**src/running_variance_tracker_defines.svh**
```systemverilog
// Assertion macros for the running variance tracker.
// Expects clk and rst_n in the scope where a macro is used.
`ifndef RUNNING_VARIANCE_TRACKER_DEFINES_SVH
`define RUNNING_VARIANCE_TRACKER_DEFINES_SVH

// Same-cycle implication, disabled in reset.
`define RVT_ASSERT_NOW(lbl, ante, cons) \
  lbl: assert property (@(posedge clk) disable iff (!rst_n) (ante) |-> (cons)) \
    else $error("rvt check failed");

// Next-cycle implication, disabled in reset.
`define RVT_ASSERT_NEXT(lbl, ante, cons) \
  lbl: assert property (@(posedge clk) disable iff (!rst_n) (ante) |=> (cons)) \
    else $error("rvt check failed");

`endif

```
**src/rvt_pkg.sv**
```systemverilog
// Shared types and constants of the running variance tracker.
// No dependencies.
`default_nettype none

package rvt_pkg;

  localparam int MEAN_W     = 32;
  localparam int SUM_W      = 64;
  localparam int VAR_W      = 48;
  localparam int STD_W      = 24;
  localparam int CNT_OUT_W  = 16;
  localparam int PROD_SHIFT = 16;
  localparam int TD_OUT_W   = 120;
  localparam int DIV_CNT_W  = 7;
  localparam int SQ_CNT_W   = 5;

  typedef enum logic [1:0] {
    OP_ADD     = 2'd0,
    OP_REMOVE  = 2'd1,
    OP_REPLACE = 2'd2,
    OP_CLEAR   = 2'd3
  } op_t;

  typedef enum logic [3:0] {
    S_IDLE,
    S_PREP,
    S_DIVM,
    S_MOPS,
    S_MUL,
    S_SUM,
    S_VAR,
    S_DIVV,
    S_SQI,
    S_SQRT,
    S_OUT
  } state_t;

endpackage

`default_nettype wire

```
**src/rvt_div.sv**
```systemverilog
// Restoring unsigned divider, one quotient bit per cycle.
// Depends on rvt_pkg.
`default_nettype none

module rvt_div
  import rvt_pkg::*;
#(
  parameter int DIVISOR_W = 16
) (
  input  wire logic                 clk,
  input  wire logic                 rst_n,
  input  wire logic                 start,
  input  wire logic [SUM_W-1:0]     dividend,
  input  wire logic [DIVISOR_W-1:0] divisor,
  output logic                      done,
  output logic [SUM_W-1:0]          quotient
);

  logic [DIVISOR_W:0]   rem_r;
  logic [SUM_W-1:0]     quo_r;
  logic [DIVISOR_W-1:0] dvs_r;
  logic [DIV_CNT_W-1:0] cnt_r;
  logic                 busy_r;
  logic                 done_r;

  logic [DIVISOR_W:0] shifted;
  logic               ge;

  assign shifted = {rem_r[DIVISOR_W-1:0], quo_r[SUM_W-1]};
  assign ge      = shifted >= {1'b0, dvs_r};

  always_ff @(posedge clk) begin
    if (!rst_n) begin
      busy_r <= 1'b0;
      done_r <= 1'b0;
      cnt_r  <= '0;
    end else begin
      done_r <= 1'b0;
      if (start) begin
        busy_r <= 1'b1;
        cnt_r  <= DIV_CNT_W'(SUM_W);
      end else if (busy_r) begin
        cnt_r <= cnt_r - 1'b1;
        if (cnt_r == DIV_CNT_W'(1)) begin
          busy_r <= 1'b0;
          done_r <= 1'b1;
        end
      end
    end
  end

  always_ff @(posedge clk) begin
    if (start) begin
      rem_r <= '0;
      quo_r <= dividend;
      dvs_r <= divisor;
    end else if (busy_r) begin
      rem_r <= ge ? (shifted - {1'b0, dvs_r}) : shifted;
      quo_r <= {quo_r[SUM_W-2:0], ge};
    end
  end

  assign done     = done_r;
  assign quotient = quo_r;

endmodule

`default_nettype wire

```
**src/running_variance_tracker.sv**
```systemverilog
// Running mean / variance / standard deviation tracker (Welford update).
// Depends on rvt_pkg, rvt_div and running_variance_tracker_defines.svh.
//
// One request at a time: each request (add, remove, replace, clear) updates
// count, Q15.16 mean and the Q.16 sum of squared deviations, then one result
// carries count, mean, variance (sum / count, Q32.16, saturated) and the
// exact integer square root of the variance (Q16.8). All arithmetic is bit
// serial: a shared restoring divider gives one quotient bit per cycle (used
// once for the mean step, once for the variance), a shift-add multiplier
// takes one multiplier bit per cycle, and the square root takes two
// radicand bits per cycle. Refused requests, clears and removal of the last
// sample skip the mean and multiply steps, and the variance division is
// skipped when the count ends at zero. A new request is taken only when the
// sequencer is idle; the output register holds the last result until it is
// taken.
`default_nettype none
`include "running_variance_tracker_defines.svh"

module running_variance_tracker
  import rvt_pkg::*;
#(
  parameter int COUNT_BITS  = 16,
  parameter int SAMPLE_BITS = 16
) (
  input  wire logic                                      clk,
  input  wire logic                                      rst_n,
  input  wire logic                                      in_tvalid,
  output logic                                           in_tready,
  // [SAMPLE_BITS-1:0] sample, [2*SAMPLE_BITS-1:SAMPLE_BITS] old_sample
  input  wire logic [((2*SAMPLE_BITS+7)/8)*8-1:0]        in_tdata,
  // [1:0] opcode
  input  wire logic [1:0]                                in_tuser,
  output logic                                           out_tvalid,
  input  wire logic                                      out_tready,
  // [15:0] sample_count, [47:16] mean_value, [95:48] variance_value,
  // [119:96] std_deviation
  output logic [TD_OUT_W-1:0]                            out_tdata,
  // [0] error_flag
  output logic                                           out_tuser
);

  localparam int XW  = SAMPLE_BITS + PROD_SHIFT;
  localparam int WW  = ((XW > MEAN_W) ? XW : MEAN_W) + 4;  // signed work width
  localparam int M   = WW - 1;                             // magnitude width
  localparam int PW  = 2 * M;
  localparam int PPW = ((PW > SUM_W + PROD_SHIFT) ? PW : SUM_W + PROD_SHIFT) + 1;
  localparam int MCW = $clog2(M + 1);

  // ---------------------------------------------------------------- state
  state_t state_r, state_nxt;

  logic [COUNT_BITS-1:0]    count_r;
  logic signed [MEAN_W-1:0] mean_r;
  logic [SUM_W-1:0]         sum_r;

  op_t                      op_r;
  logic signed [WW-1:0]     x_r, xo_r;
  logic                     err_r;
  logic                     eneg_r;
  logic signed [MEAN_W-1:0] mnew_r;

  // multiplier
  logic [PW-1:0]  mp_r;
  logic [M-1:0]   ma_r;
  logic [MCW-1:0] mcnt_r;
  logic           mneg_r;

  // variance and square root
  logic [VAR_W-1:0]    var_r;
  logic [VAR_W-1:0]    rad_r;
  logic [STD_W+1:0]    srem_r;
  logic [STD_W-1:0]    root_r;
  logic [SQ_CNT_W-1:0] scnt_r;

  // output register
  logic                out_valid_r;
  logic [TD_OUT_W-1:0] out_tdata_r;
  logic                out_tuser_r;

  // ---------------------------------------------------------------- input
  logic                   in_acc;
  logic signed [WW-1:0]   x_in, xo_in;
  logic [SAMPLE_BITS-1:0] smp, osmp;

  assign in_tready = (state_r == S_IDLE);
  assign in_acc    = in_tvalid && in_tready;
  assign smp       = in_tdata[SAMPLE_BITS-1:0];
  assign osmp      = in_tdata[2*SAMPLE_BITS-1:SAMPLE_BITS];
  assign x_in  = {{(WW-XW){smp[SAMPLE_BITS-1]}}, smp, {PROD_SHIFT{1'b0}}};
  assign xo_in = {{(WW-XW){osmp[SAMPLE_BITS-1]}}, osmp, {PROD_SHIFT{1'b0}}};

  // ---------------------------------------------------------------- decode
  logic cnt_zero, cnt_one, cnt_full;
  assign cnt_zero = (count_r == '0);
  assign cnt_one  = (count_r == COUNT_BITS'(1));
  assign cnt_full = (count_r == '1);

  logic do_err, do_clear;
  always_comb begin
    do_err   = 1'b0;
    do_clear = 1'b0;
    unique case (op_r)
      OP_ADD:     do_err = cnt_full;
      OP_REMOVE: begin
        do_err   = cnt_zero;
        do_clear = cnt_one;
      end
      OP_REPLACE: do_err = cnt_zero;
      OP_CLEAR:   do_clear = 1'b1;
      default:    do_err = 1'b0;
    endcase
  end

  logic signed [WW-1:0] mext;
  logic signed [WW-1:0] e_val;
  logic [M-1:0]         e_mag;
  assign mext  = {{(WW-MEAN_W){mean_r[MEAN_W-1]}}, mean_r};
  assign e_val = (op_r == OP_REPLACE) ? (x_r - xo_r) : (x_r - mext);
  assign e_mag = e_val[WW-1] ? M'(-e_val) : M'(e_val);

  // ---------------------------------------------------------------- divider
  logic                  div_start, div_done;
  logic [SUM_W-1:0]      div_dividend, div_quo;
  logic [COUNT_BITS-1:0] div_divisor;

  always_comb begin
    if (state_r == S_PREP) begin
      div_dividend = {{(SUM_W-M){1'b0}}, e_mag};
      case (op_r)
        OP_ADD:    div_divisor = count_r + 1'b1;
        OP_REMOVE: div_divisor = count_r - 1'b1;
        default:   div_divisor = count_r;
      endcase
    end else begin
      div_dividend = sum_r;
      div_divisor  = count_r;
    end
  end

  rvt_div #(
    .DIVISOR_W(COUNT_BITS)
  ) u_div (
    .clk      (clk),
    .rst_n    (rst_n),
    .start    (div_start),
    .dividend (div_dividend),
    .divisor  (div_divisor),
    .done     (div_done),
    .quotient (div_quo)
  );

  // ---------------------------------------------------------------- mean step
  logic signed [WW:0]       m1, qz, mcalc;
  logic                     up_dir;
  logic signed [MEAN_W-1:0] mclamp;

  assign m1     = {mean_r[MEAN_W-1], mext};
  assign qz     = {2'b00, div_quo[M-1:0]};
  assign up_dir = (op_r != OP_REMOVE) ^ eneg_r;
  assign mcalc  = up_dir ? (m1 + qz) : (m1 - qz);

  always_comb begin
    if (!mcalc[WW] && (|mcalc[WW-1:MEAN_W-1])) begin
      mclamp = {1'b0, {(MEAN_W-1){1'b1}}};
    end else if (mcalc[WW] && !(&mcalc[WW-1:MEAN_W-1])) begin
      mclamp = {1'b1, {(MEAN_W-1){1'b0}}};
    end else begin
      mclamp = mcalc[MEAN_W-1:0];
    end
  end

  // product operands
  logic signed [WW-1:0] mn, opa, opb;
  logic                 neg_sum;
  assign mn = {{(WW-MEAN_W){mnew_r[MEAN_W-1]}}, mnew_r};

  always_comb begin
    case (op_r)
      OP_ADD: begin
        opa = x_r - mn;
        opb = x_r - mext;
      end
      OP_REMOVE: begin
        opa = x_r - mext;
        opb = x_r - mn;
      end
      default: begin
        opa = x_r - xo_r;
        opb = (x_r - mn) + (xo_r - mext);
      end
    endcase
    neg_sum = opa[WW-1] ^ opb[WW-1] ^ (op_r == OP_REMOVE);
  end

  // shift-add multiplier step
  logic [M:0] mup;
  assign mup = {1'b0, mp_r[PW-1:M]} + (mp_r[0] ? {1'b0, ma_r} : {(M+1){1'b0}});

  // product >> 16, saturated to the sum width
  logic [PPW-1:0]   pe;
  logic [SUM_W-1:0] pv;
  logic [SUM_W:0]   s_add;
  logic [SUM_W-1:0] sum_upd;
  assign pe    = {{(PPW-PW){1'b0}}, mp_r};
  assign pv    = (|pe[PPW-1:SUM_W+PROD_SHIFT]) ? {SUM_W{1'b1}}
                                               : pe[SUM_W+PROD_SHIFT-1:PROD_SHIFT];
  assign s_add = {1'b0, sum_r} + {1'b0, pv};

  always_comb begin
    if (mneg_r) begin
      sum_upd = (sum_r >= pv) ? (sum_r - pv) : {SUM_W{1'b0}};
    end else begin
      sum_upd = s_add[SUM_W] ? {SUM_W{1'b1}} : s_add[SUM_W-1:0];
    end
  end

  // square root step: two radicand bits per cycle
  logic [STD_W+1:0] srem_sh, strial;
  logic             sge;
  assign srem_sh = {srem_r[STD_W-1:0], rad_r[VAR_W-1:VAR_W-2]};
  assign strial  = {root_r, 2'b01};
  assign sge     = srem_sh >= strial;

  logic out_free;
  assign out_free = !out_valid_r || out_tready;

  // ---------------------------------------------------------------- sequencer
  always_ff @(posedge clk) begin
    if (!rst_n) begin
      state_r <= S_IDLE;
    end else begin
      state_r <= state_nxt;
    end
  end

  always_comb begin
    state_nxt = state_r;
    div_start = 1'b0;
    unique case (state_r)
      S_IDLE: if (in_acc) state_nxt = S_PREP;
      S_PREP: begin
        if (do_err || do_clear) begin
          state_nxt = S_VAR;
        end else begin
          div_start = 1'b1;
          state_nxt = S_DIVM;
        end
      end
      S_DIVM: if (div_done) state_nxt = S_MOPS;
      S_MOPS: state_nxt = S_MUL;
      S_MUL:  if (mcnt_r == MCW'(1)) state_nxt = S_SUM;
      S_SUM:  state_nxt = S_VAR;
      S_VAR: begin
        if (cnt_zero) begin
          state_nxt = S_SQI;
        end else begin
          div_start = 1'b1;
          state_nxt = S_DIVV;
        end
      end
      S_DIVV: if (div_done) state_nxt = S_SQI;
      S_SQI:  state_nxt = S_SQRT;
      S_SQRT: if (scnt_r == SQ_CNT_W'(1)) state_nxt = S_OUT;
      S_OUT:  if (out_free) state_nxt = S_IDLE;
      default: state_nxt = S_IDLE;
    endcase
  end

  // architectural state
  always_ff @(posedge clk) begin
    if (!rst_n) begin
      count_r <= '0;
      mean_r  <= '0;
      sum_r   <= '0;
    end else if (state_r == S_PREP && do_clear && !do_err) begin
      count_r <= '0;
      mean_r  <= '0;
      sum_r   <= '0;
    end else if (state_r == S_SUM) begin
      sum_r  <= sum_upd;
      mean_r <= mnew_r;
      if (op_r == OP_ADD) begin
        count_r <= count_r + 1'b1;
      end else if (op_r == OP_REMOVE) begin
        count_r <= count_r - 1'b1;
      end
    end
  end

  // working registers (payload, no reset)
  always_ff @(posedge clk) begin
    case (state_r)
      S_IDLE: begin
        if (in_acc) begin
          op_r <= op_t'(in_tuser);
          x_r  <= x_in;
          xo_r <= xo_in;
        end
      end
      S_PREP: begin
        err_r  <= do_err;
        eneg_r <= e_val[WW-1];
      end
      S_DIVM: if (div_done) mnew_r <= mclamp;
      S_MOPS: begin
        ma_r   <= opa[WW-1] ? M'(-opa) : M'(opa);
        mp_r   <= {{M{1'b0}}, (opb[WW-1] ? M'(-opb) : M'(opb))};
        mcnt_r <= MCW'(M);
        mneg_r <= neg_sum;
      end
      S_MUL: begin
        mp_r   <= {mup, mp_r[M-1:1]};
        mcnt_r <= mcnt_r - 1'b1;
      end
      S_VAR: if (cnt_zero) var_r <= '0;
      S_DIVV: begin
        if (div_done) begin
          var_r <= (|div_quo[SUM_W-1:VAR_W]) ? {VAR_W{1'b1}} : div_quo[VAR_W-1:0];
        end
      end
      S_SQI: begin
        rad_r  <= var_r;
        srem_r <= '0;
        root_r <= '0;
        scnt_r <= SQ_CNT_W'(STD_W);
      end
      S_SQRT: begin
        rad_r  <= {rad_r[VAR_W-3:0], 2'b00};
        srem_r <= sge ? (srem_sh - strial) : srem_sh;
        root_r <= {root_r[STD_W-2:0], sge};
        scnt_r <= scnt_r - 1'b1;
      end
      default: ;
    endcase
  end

  // output register
  logic [COUNT_BITS+CNT_OUT_W-1:0] cnt_ext;
  assign cnt_ext = {{CNT_OUT_W{1'b0}}, count_r};

  always_ff @(posedge clk) begin
    if (!rst_n) begin
      out_valid_r <= 1'b0;
    end else if (state_r == S_OUT && out_free) begin
      out_valid_r <= 1'b1;
    end else if (out_tready) begin
      out_valid_r <= 1'b0;
    end
  end

  always_ff @(posedge clk) begin
    if (state_r == S_OUT && out_free) begin
      out_tdata_r <= {root_r, var_r, mean_r, cnt_ext[CNT_OUT_W-1:0]};
      out_tuser_r <= err_r;
    end
  end

  assign out_tvalid = out_valid_r;
  assign out_tdata  = out_tdata_r;
  assign out_tuser  = out_tuser_r;

  // ---------------------------------------------------------------- checks
  // An accepted request always starts decode on the next cycle.
  `RVT_ASSERT_NEXT(a_accept_prep, in_tvalid && in_tready, state_r == S_PREP)
  // An empty tracker carries no mean and no spread.
  `RVT_ASSERT_NOW(a_empty_clean, count_r == '0, (sum_r == '0) && (mean_r == '0))
  // A result only appears out of the result-load state.
  `RVT_ASSERT_NOW(a_out_source, $rose(out_valid_r), $past(state_r) == S_OUT)

endmodule

`default_nettype wire

```
**config.mk**
```make
export PLATFORM = sky130hd
export DESIGN_NAME = running_variance_tracker
export DESIGN_NICKNAME = d
export VERILOG_FILES = /design/src/rvt_pkg.sv /design/src/rvt_div.sv /design/src/running_variance_tracker.sv
export VERILOG_INCLUDE_DIRS = /design/src /design/src/src
export SDC_FILE = /design/constraint.sdc
export NUM_CORES = 2
export LEC_CHECK = 0
export BUFFER_PORTS_ARGS = -buffer_cell sky130_fd_sc_hd__buf_2
export CORE_MARGIN = 5
export CORE_UTILIZATION = 30
export CTS_CLUSTER_SIZE = 30
export DETAILED_ROUTE_END_ITERATION = 8
export PLACE_DENSITY = 0.44
export SLEW_MARGIN = 20
export SYNTH_ARGS = -nofsm -noshare
export SYNTH_HDL_FRONTEND = slang
export SYNTH_SLANG_ARGS = --single-unit
```
**constraint.sdc**
```tcl
create_clock -name clk -period 11.8 [get_ports clk]
set_input_delay 2.36 -clock clk [delete_from_list [all_inputs] [get_ports clk]]
set_output_delay 2.36 -clock clk [all_outputs]
set_load 0.02 [all_outputs]
```
[Yosys cells after proc, flatten, opt, wreduce, memory -nomap -nowiden]
Index checks and enable logic that the tools add are counted.
Storage, ports and cells
  register bits: 672
  input bits: 38
  word-level logic and storage cells: 169
Operators by class
  add/subtract/negate cells: 20
  $lt $le $gt $ge: 3
  equal/unequal tests: 26
  mux-type cells: 53
  bitwise operators: 5
  reductions and logical operators: 33
Operators by type and width (count)
  2-to-1 mux 64 bit: 6
  one-hot mux 48 bit (2 select lines): 2
  2-to-1 mux 48 bit: 3
  one-hot mux 36 bit (2 select lines): 2
  2-to-1 mux 35 bit: 4
  one-hot mux 70 bit (2 select lines): 1
  subtractor 32 x 32 -> 33 bit: 4
  negator 35 bit: 3
  one-hot mux 24 bit (2 select lines): 2
  adder 64 x 54 -> 65 bit: 1
  >= comparator 64 x 54 -> 1 bit: 1
  2-to-1 mux 16 bit: 4
  subtractor 64 x 54 -> 64 bit: 1
  one-hot mux 4 bit (11 select lines): 1
  adder 32 x 36 -> 37 bit: 1
  2-to-1 mux 37 bit: 1
  subtractor 32 x 36 -> 37 bit: 1
  adder 35 x 35 -> 36 bit: 1
  2-to-1 mux 36 bit: 1
  adder 33 x 33 -> 34 bit: 1
  2-to-1 mux 32 bit: 1
  one-hot mux 16 bit (2 select lines): 1
  2-to-1 mux 4 bit: 7
  >= comparator 26 bit: 1
  45 further kinds: 89

[Logic depth before layout (Yosys ltp)]
  depth after elaboration: 7
  depth in mapped cells: 27
  depth with buffers taken out: 24

[Hierarchy]
A second synthesis with hierarchy kept.
Second synthesis, totals
  cell total of the unflattened synthesis: 5716
  area, all modules: 49819.0 um^2
By module, submodules not included
  running_variance_tracker: times used 1, cells an instance 5318, area each 44675.3 um^2
  rvt_div: times used 1, cells an instance 398, area each 5143.7 um^2

[Least setup slack after synthesis]
Ideal clock, no wire load.
  path type: register -> register
  from: reg state_r[3]
  to: reg rad_r[0], enable pin
  library setup time: 708 ps
  arrival: 7992 ps
  setup slack: 3100 ps
  stages on the path, launching flop included: 3
  path buffers: 1
  clock period less this slack: 8700 ps
  cells stage by stage: dfxtp_1 clkbuf_1 nor3b_1
On the way
  cells in the longest elaborated chain, start to end: 2
Ends and longest elaborated chain
  start: declaration: line running_variance_tracker.sv:50  | state_t state_r, state_nxt;
  start signal: assignment: line running_variance_tracker.sv:232  | state_r <= state_nxt;
  equality test 4 bit: line running_variance_tracker.sv:292  | case (state_r)
  nonzero test 2 bit (no line) *
  end signal: assignment: line running_variance_tracker.sv:322  | rad_r <= var_r;
  end signal: assignment: line running_variance_tracker.sv:328  | rad_r <= {rad_r[VAR_W-3:0], 2'b00};
  end: declaration: line running_variance_tracker.sv:70  | logic [VAR_W-1:0] rad_r;
Every way passes the cells marked *; elsewhere a longest branch is shown, timed or not.
A chain may end at the register's enable or synchronous reset.

[Worst setup path in the final report]
  from: reg x_r[17]
  to: reg mp_r[32] (data pin)
On the way
  cells in the longest elaborated chain, start to end: 6
Ends and longest elaborated chain
  start: declaration: line running_variance_tracker.sv:57  | logic signed [WW-1:0] x_r, xo_r;
  start signal: assignment: line running_variance_tracker.sv:296  | x_r <= x_in;
  subtractor 32 x 32 -> 33 bit: line running_variance_tracker.sv:185, running_variance_tracker.sv:189
  adder 33 x 33 -> 34 bit: line running_variance_tracker.sv:189  | opb = (x_r - mn) + (xo_r - mext);
  one-hot mux 36 bit (2 select lines) *: line running_variance_tracker.sv:178  | case (op_r)
  negator 35 bit: line running_variance_tracker.sv:307  | mp_r <= {{M{1'b0}}, (opb[WW-1] ? M'(-opb) : M'(opb))};
  2-to-1 mux 35 bit *: line running_variance_tracker.sv:307
  one-hot mux 70 bit (2 select lines) *: line running_variance_tracker.sv:292
  end signal: assignment: line running_variance_tracker.sv:307
  end signal: assignment: line running_variance_tracker.sv:312  | mp_r <= {mup, mp_r[M-1:1]};
  end: declaration: line running_variance_tracker.sv:63  | logic [PW-1:0] mp_r;
Marks and branches as above.

==> results.ini <==
[run_status]
outcome=complete, no violations

[routing]
vias_per_cell=5.56
wire_per_inst_um=24.8
vias=45700
drt_wl_total_mm=204
drc=0
ant_nets=0
drtIter0Drc=4223
firstDrtPassIters=6

[place]
hpwl_mm=155
gp_congestion=0.953
port_buffers=160

[final_layout]
final_util=0.340
multi_input_comb_area_sq_mm=0.0292
fill_cells=17400
drive_gt1_frac=0.0814
finalNetCount=6331
syn_to_final_growth_pct=12.6
seq_area_sq_mm=0.0188

[power_and_ir_drop]
p_seq_frac=0.244
swShare=0.488
power_frac_comb=0.569
ir_drop_mv=0.163
p_leak_nw=22.3
p_total_w=0.0156
p_per_area_mw_per_mm2=276
p_int_w=0.00800
switching_power_w=0.00764
pwr-share-clk=0.187

[setup_path]
crit_fanout=10
r2r_start=x_r[17]
reg2reg_slack_ps=4510
worst_setup_path_start_kind=flop
critPathCaptureType=flop
worstPathRequired_ps=12350
startpoint=x_r[17]
critPathKind=reg2reg
cp.arrival_ps=7840

[cts]
htreeDepth=3
ctsResizeCount=0
clockBufferDepth=3
cts_tree=built
cts.sinks=672
cts_buffers=87
hold_buffers=0
root_buffer=clkbuf_16
clock_latency_ps=770
clk_pin_slew_ps=60
postCtsSetupRepairBufs=0

[logic_synthesis]
synth_edf_count=530
seq_area_frac_synth=0.372
yosys_most_used_dff=edfxtp_1
synth.avg_cell_area_sq_um=8.51
async_flop_share=0
ys.warnings.count=0
netlist_instances=5918
ys_ff_latch=672
synth.top_cell.area_share=0.316
synth_cell_types=94
synth_area_sq_mm=0.0504
synth_area_leaders=edfxtp_1 (32%), ha_1 (8.3%), dfxtp_1 (5.6%), a21oi_1 (4.9%), nand2_1 (4.8%)
synth_top_area_cell=edfxtp_1

[timing]
finalCritPeriodShare=0.618
tightest_slew_ps=1230
setup_tns_ps=0
slew_headroom=0.169
max_freq_ghz=0.137
skew_ps=96.1
hold_viol=0
finalSetupViolations=0
finalMaxSlewViolations=0
min_period_ps=7290
rsz0062_at_grt=false

[global_route]
grt_usage=0.224
grt_max_degree=78
antenna_found_initial=7
grt_pass1_wl_mm=298
grt_pass1_vias=43600
grt_overflow=0

[floorplanning]
die_area_sq_mm=0.176
die_w_um=420
num_io_pins=161
dieHeight_um=420
start_util=0.302
design.core.area_sq_mm=0.167
num_rows=150

[worst_hold_path]
min_from=var_r[47]
min_path_type=reg2reg

[job]
maxCapViolations=0

routing by layer:
metal	up-vias	part of all wire	GRT usage
met5	-	0.00012	0
met4	4	0.033	0.0668
met3	250	0.072	0.0425
met2	1592	0.43	0.346
met1	22300	0.46	0.318
li1	21600	-	-
power by group through the flow:
| stage | logic (W) | registers, W | clock network (W) |
|---|---|---|---|
| global route | 0.00967 | 0.00385 | 0.00311 |
| detailed placement | 0.00874 | 0.00384 | 0 |
| CTS | 0.00881 | 0.00380 | 0.00302 |
| global placement | 0.00878 | 0.00384 | 0 |
| finish | 0.00890 | 0.00381 | 0.00293 |
| floorplan | 0.00597 | 0.00354 | 0 |
synthesized netlist by cell type, types with 37 or more instances:
library cell,n
inv_1,353
a22oi_1,37
a21o_1,110
a221oi_1,37
and3_1,55
a21oi_1,493
nor4_1,57
o21a_1,47
clkbuf_1,299
edfxtp_1,530
mux2i_1,61
o21ai_0,418
nand2_1,649
nor2_1,615
nand4_1,78
nor3_1,145
ha_1,336
and2_1,79
a211oi_1,53
nor2b_1,49
dfxtp_1,142
o22ai_1,37
or3_1,53
o21bai_1,56
xnor2_1,206
nand3_1,118
a31oi_1,76
nand2b_1,42
o31ai_1,47
xor2_1,113
o211ai_1,41
logic make-up after synthesis:
group / Yosys count / share of synthesized area
and+or+nand+nor: 2081 / 0.194
AOI/OAI and AO/OA: 1736 / 0.220
buffers and inverters: 679 / 0.0508
DFF: 672 / 0.372
adders and majority gates: 360 / 0.0930
xor gates and xnor gates: 319 / 0.0555
muxes: 70 / 0.0141
other: 1 / 0.0000744
cell usage in the layout, fill, tap and decap left out, types with 20 or more instances in the layout:
cell	count
nand2_1	647
nor2_1	607
edfxtp_1	530
a21oi_1	492
o21ai_0	417
inv_1	352
ha_1	334
xnor2_1	206
buf_2	160
nor3_1	144
dfxtp_1	142
nand3_1	116
xor2_1	113
a21o_1	110
clkbuf_16	88
buf_4	87
nand4_1	78
and2_1	78
a31oi_1	76
mux2i_1	61
nor4_1	56
o21bai_1	56
or3_1	53
and3_1	53
a211oi_1	53
nor2b_1	48
o21a_1	47
o31ai_1	46
nand2b_1	42
o211ai_1	41
a22oi_1	37
o22ai_1	37
a221oi_1	36
or4_1	26
a221o_1	26
or2_2	25
fa_1	24
nand3b_1	22
clkbuf_1	21
a211o_1	20
flip-flops by register name, indices dropped and copies added, names as in the netlist, 24 cells and up:
| signal | cells |
|---|---|
| mnew_r | 32 |
| out_tdata | 120 |
| rad_r | 48 |
| mean_r | 32 |
| mp_r | 70 |
| root_r | 24 |
| ma_r | 35 |
| sum_r | 64 |
| u_div.quotient | 64 |
| srem_r | 24 |
| var_r | 48 |
worst paths after layout:
| path | endpoint | depth (start not counted) |
|---|---|---|
| setup / recovery | mp_r[32] | 21 |
| hold / removal | out_tdata[95] | 0 |
| setup reg to reg | mp_r[32] | 21 |
| hold reg to reg | out_tdata[95] | 0 |
worst max-delay path: stages (launching register included):
cell,delay [ps]
edfxtp_1,540
ha_1,470
a21oi_1,290
o21ai_0,220
a21oi_1,600
o21ai_0,260
xor2_1,370
inv_1,100
fa_1,490
inv_1,40
ha_1,470
nand2_1,110
o21ai_0,520
o21ai_0,180
a31oi_1,200
o221ai_1,170
xor2_1,150
nor3_1,60
a221oi_1,920
nand3_1,250
or4b_1,600
o211ai_2,80
per-stage QoR:
step           hold slack, ps  setup slack [ps]  instance area, sq um  std cells
3_5_place_dp              434              4660                 53500       8048
6_report                  431              4510                 56700       8218
3_3_place_gp              437              4790                 53500       8048
2_1_floorplan             400              3100                 50400       5919
4_1_cts                   429              4610                 56700       8212
5_1_grt                   438              4200                 56700       8212
area by class of cell:
class	instances	share of cell area
diodes	6	0.000265
inverters	357	0.0236
clock inverters	47	0.0132
flip-flops and latches	672	0.331
well taps	2204	0.0486
clock buffers	117	0.0422
repair buffers	247	0.0256
multi-input cells	4568	0.516
(Power assumes the default switching activity.)
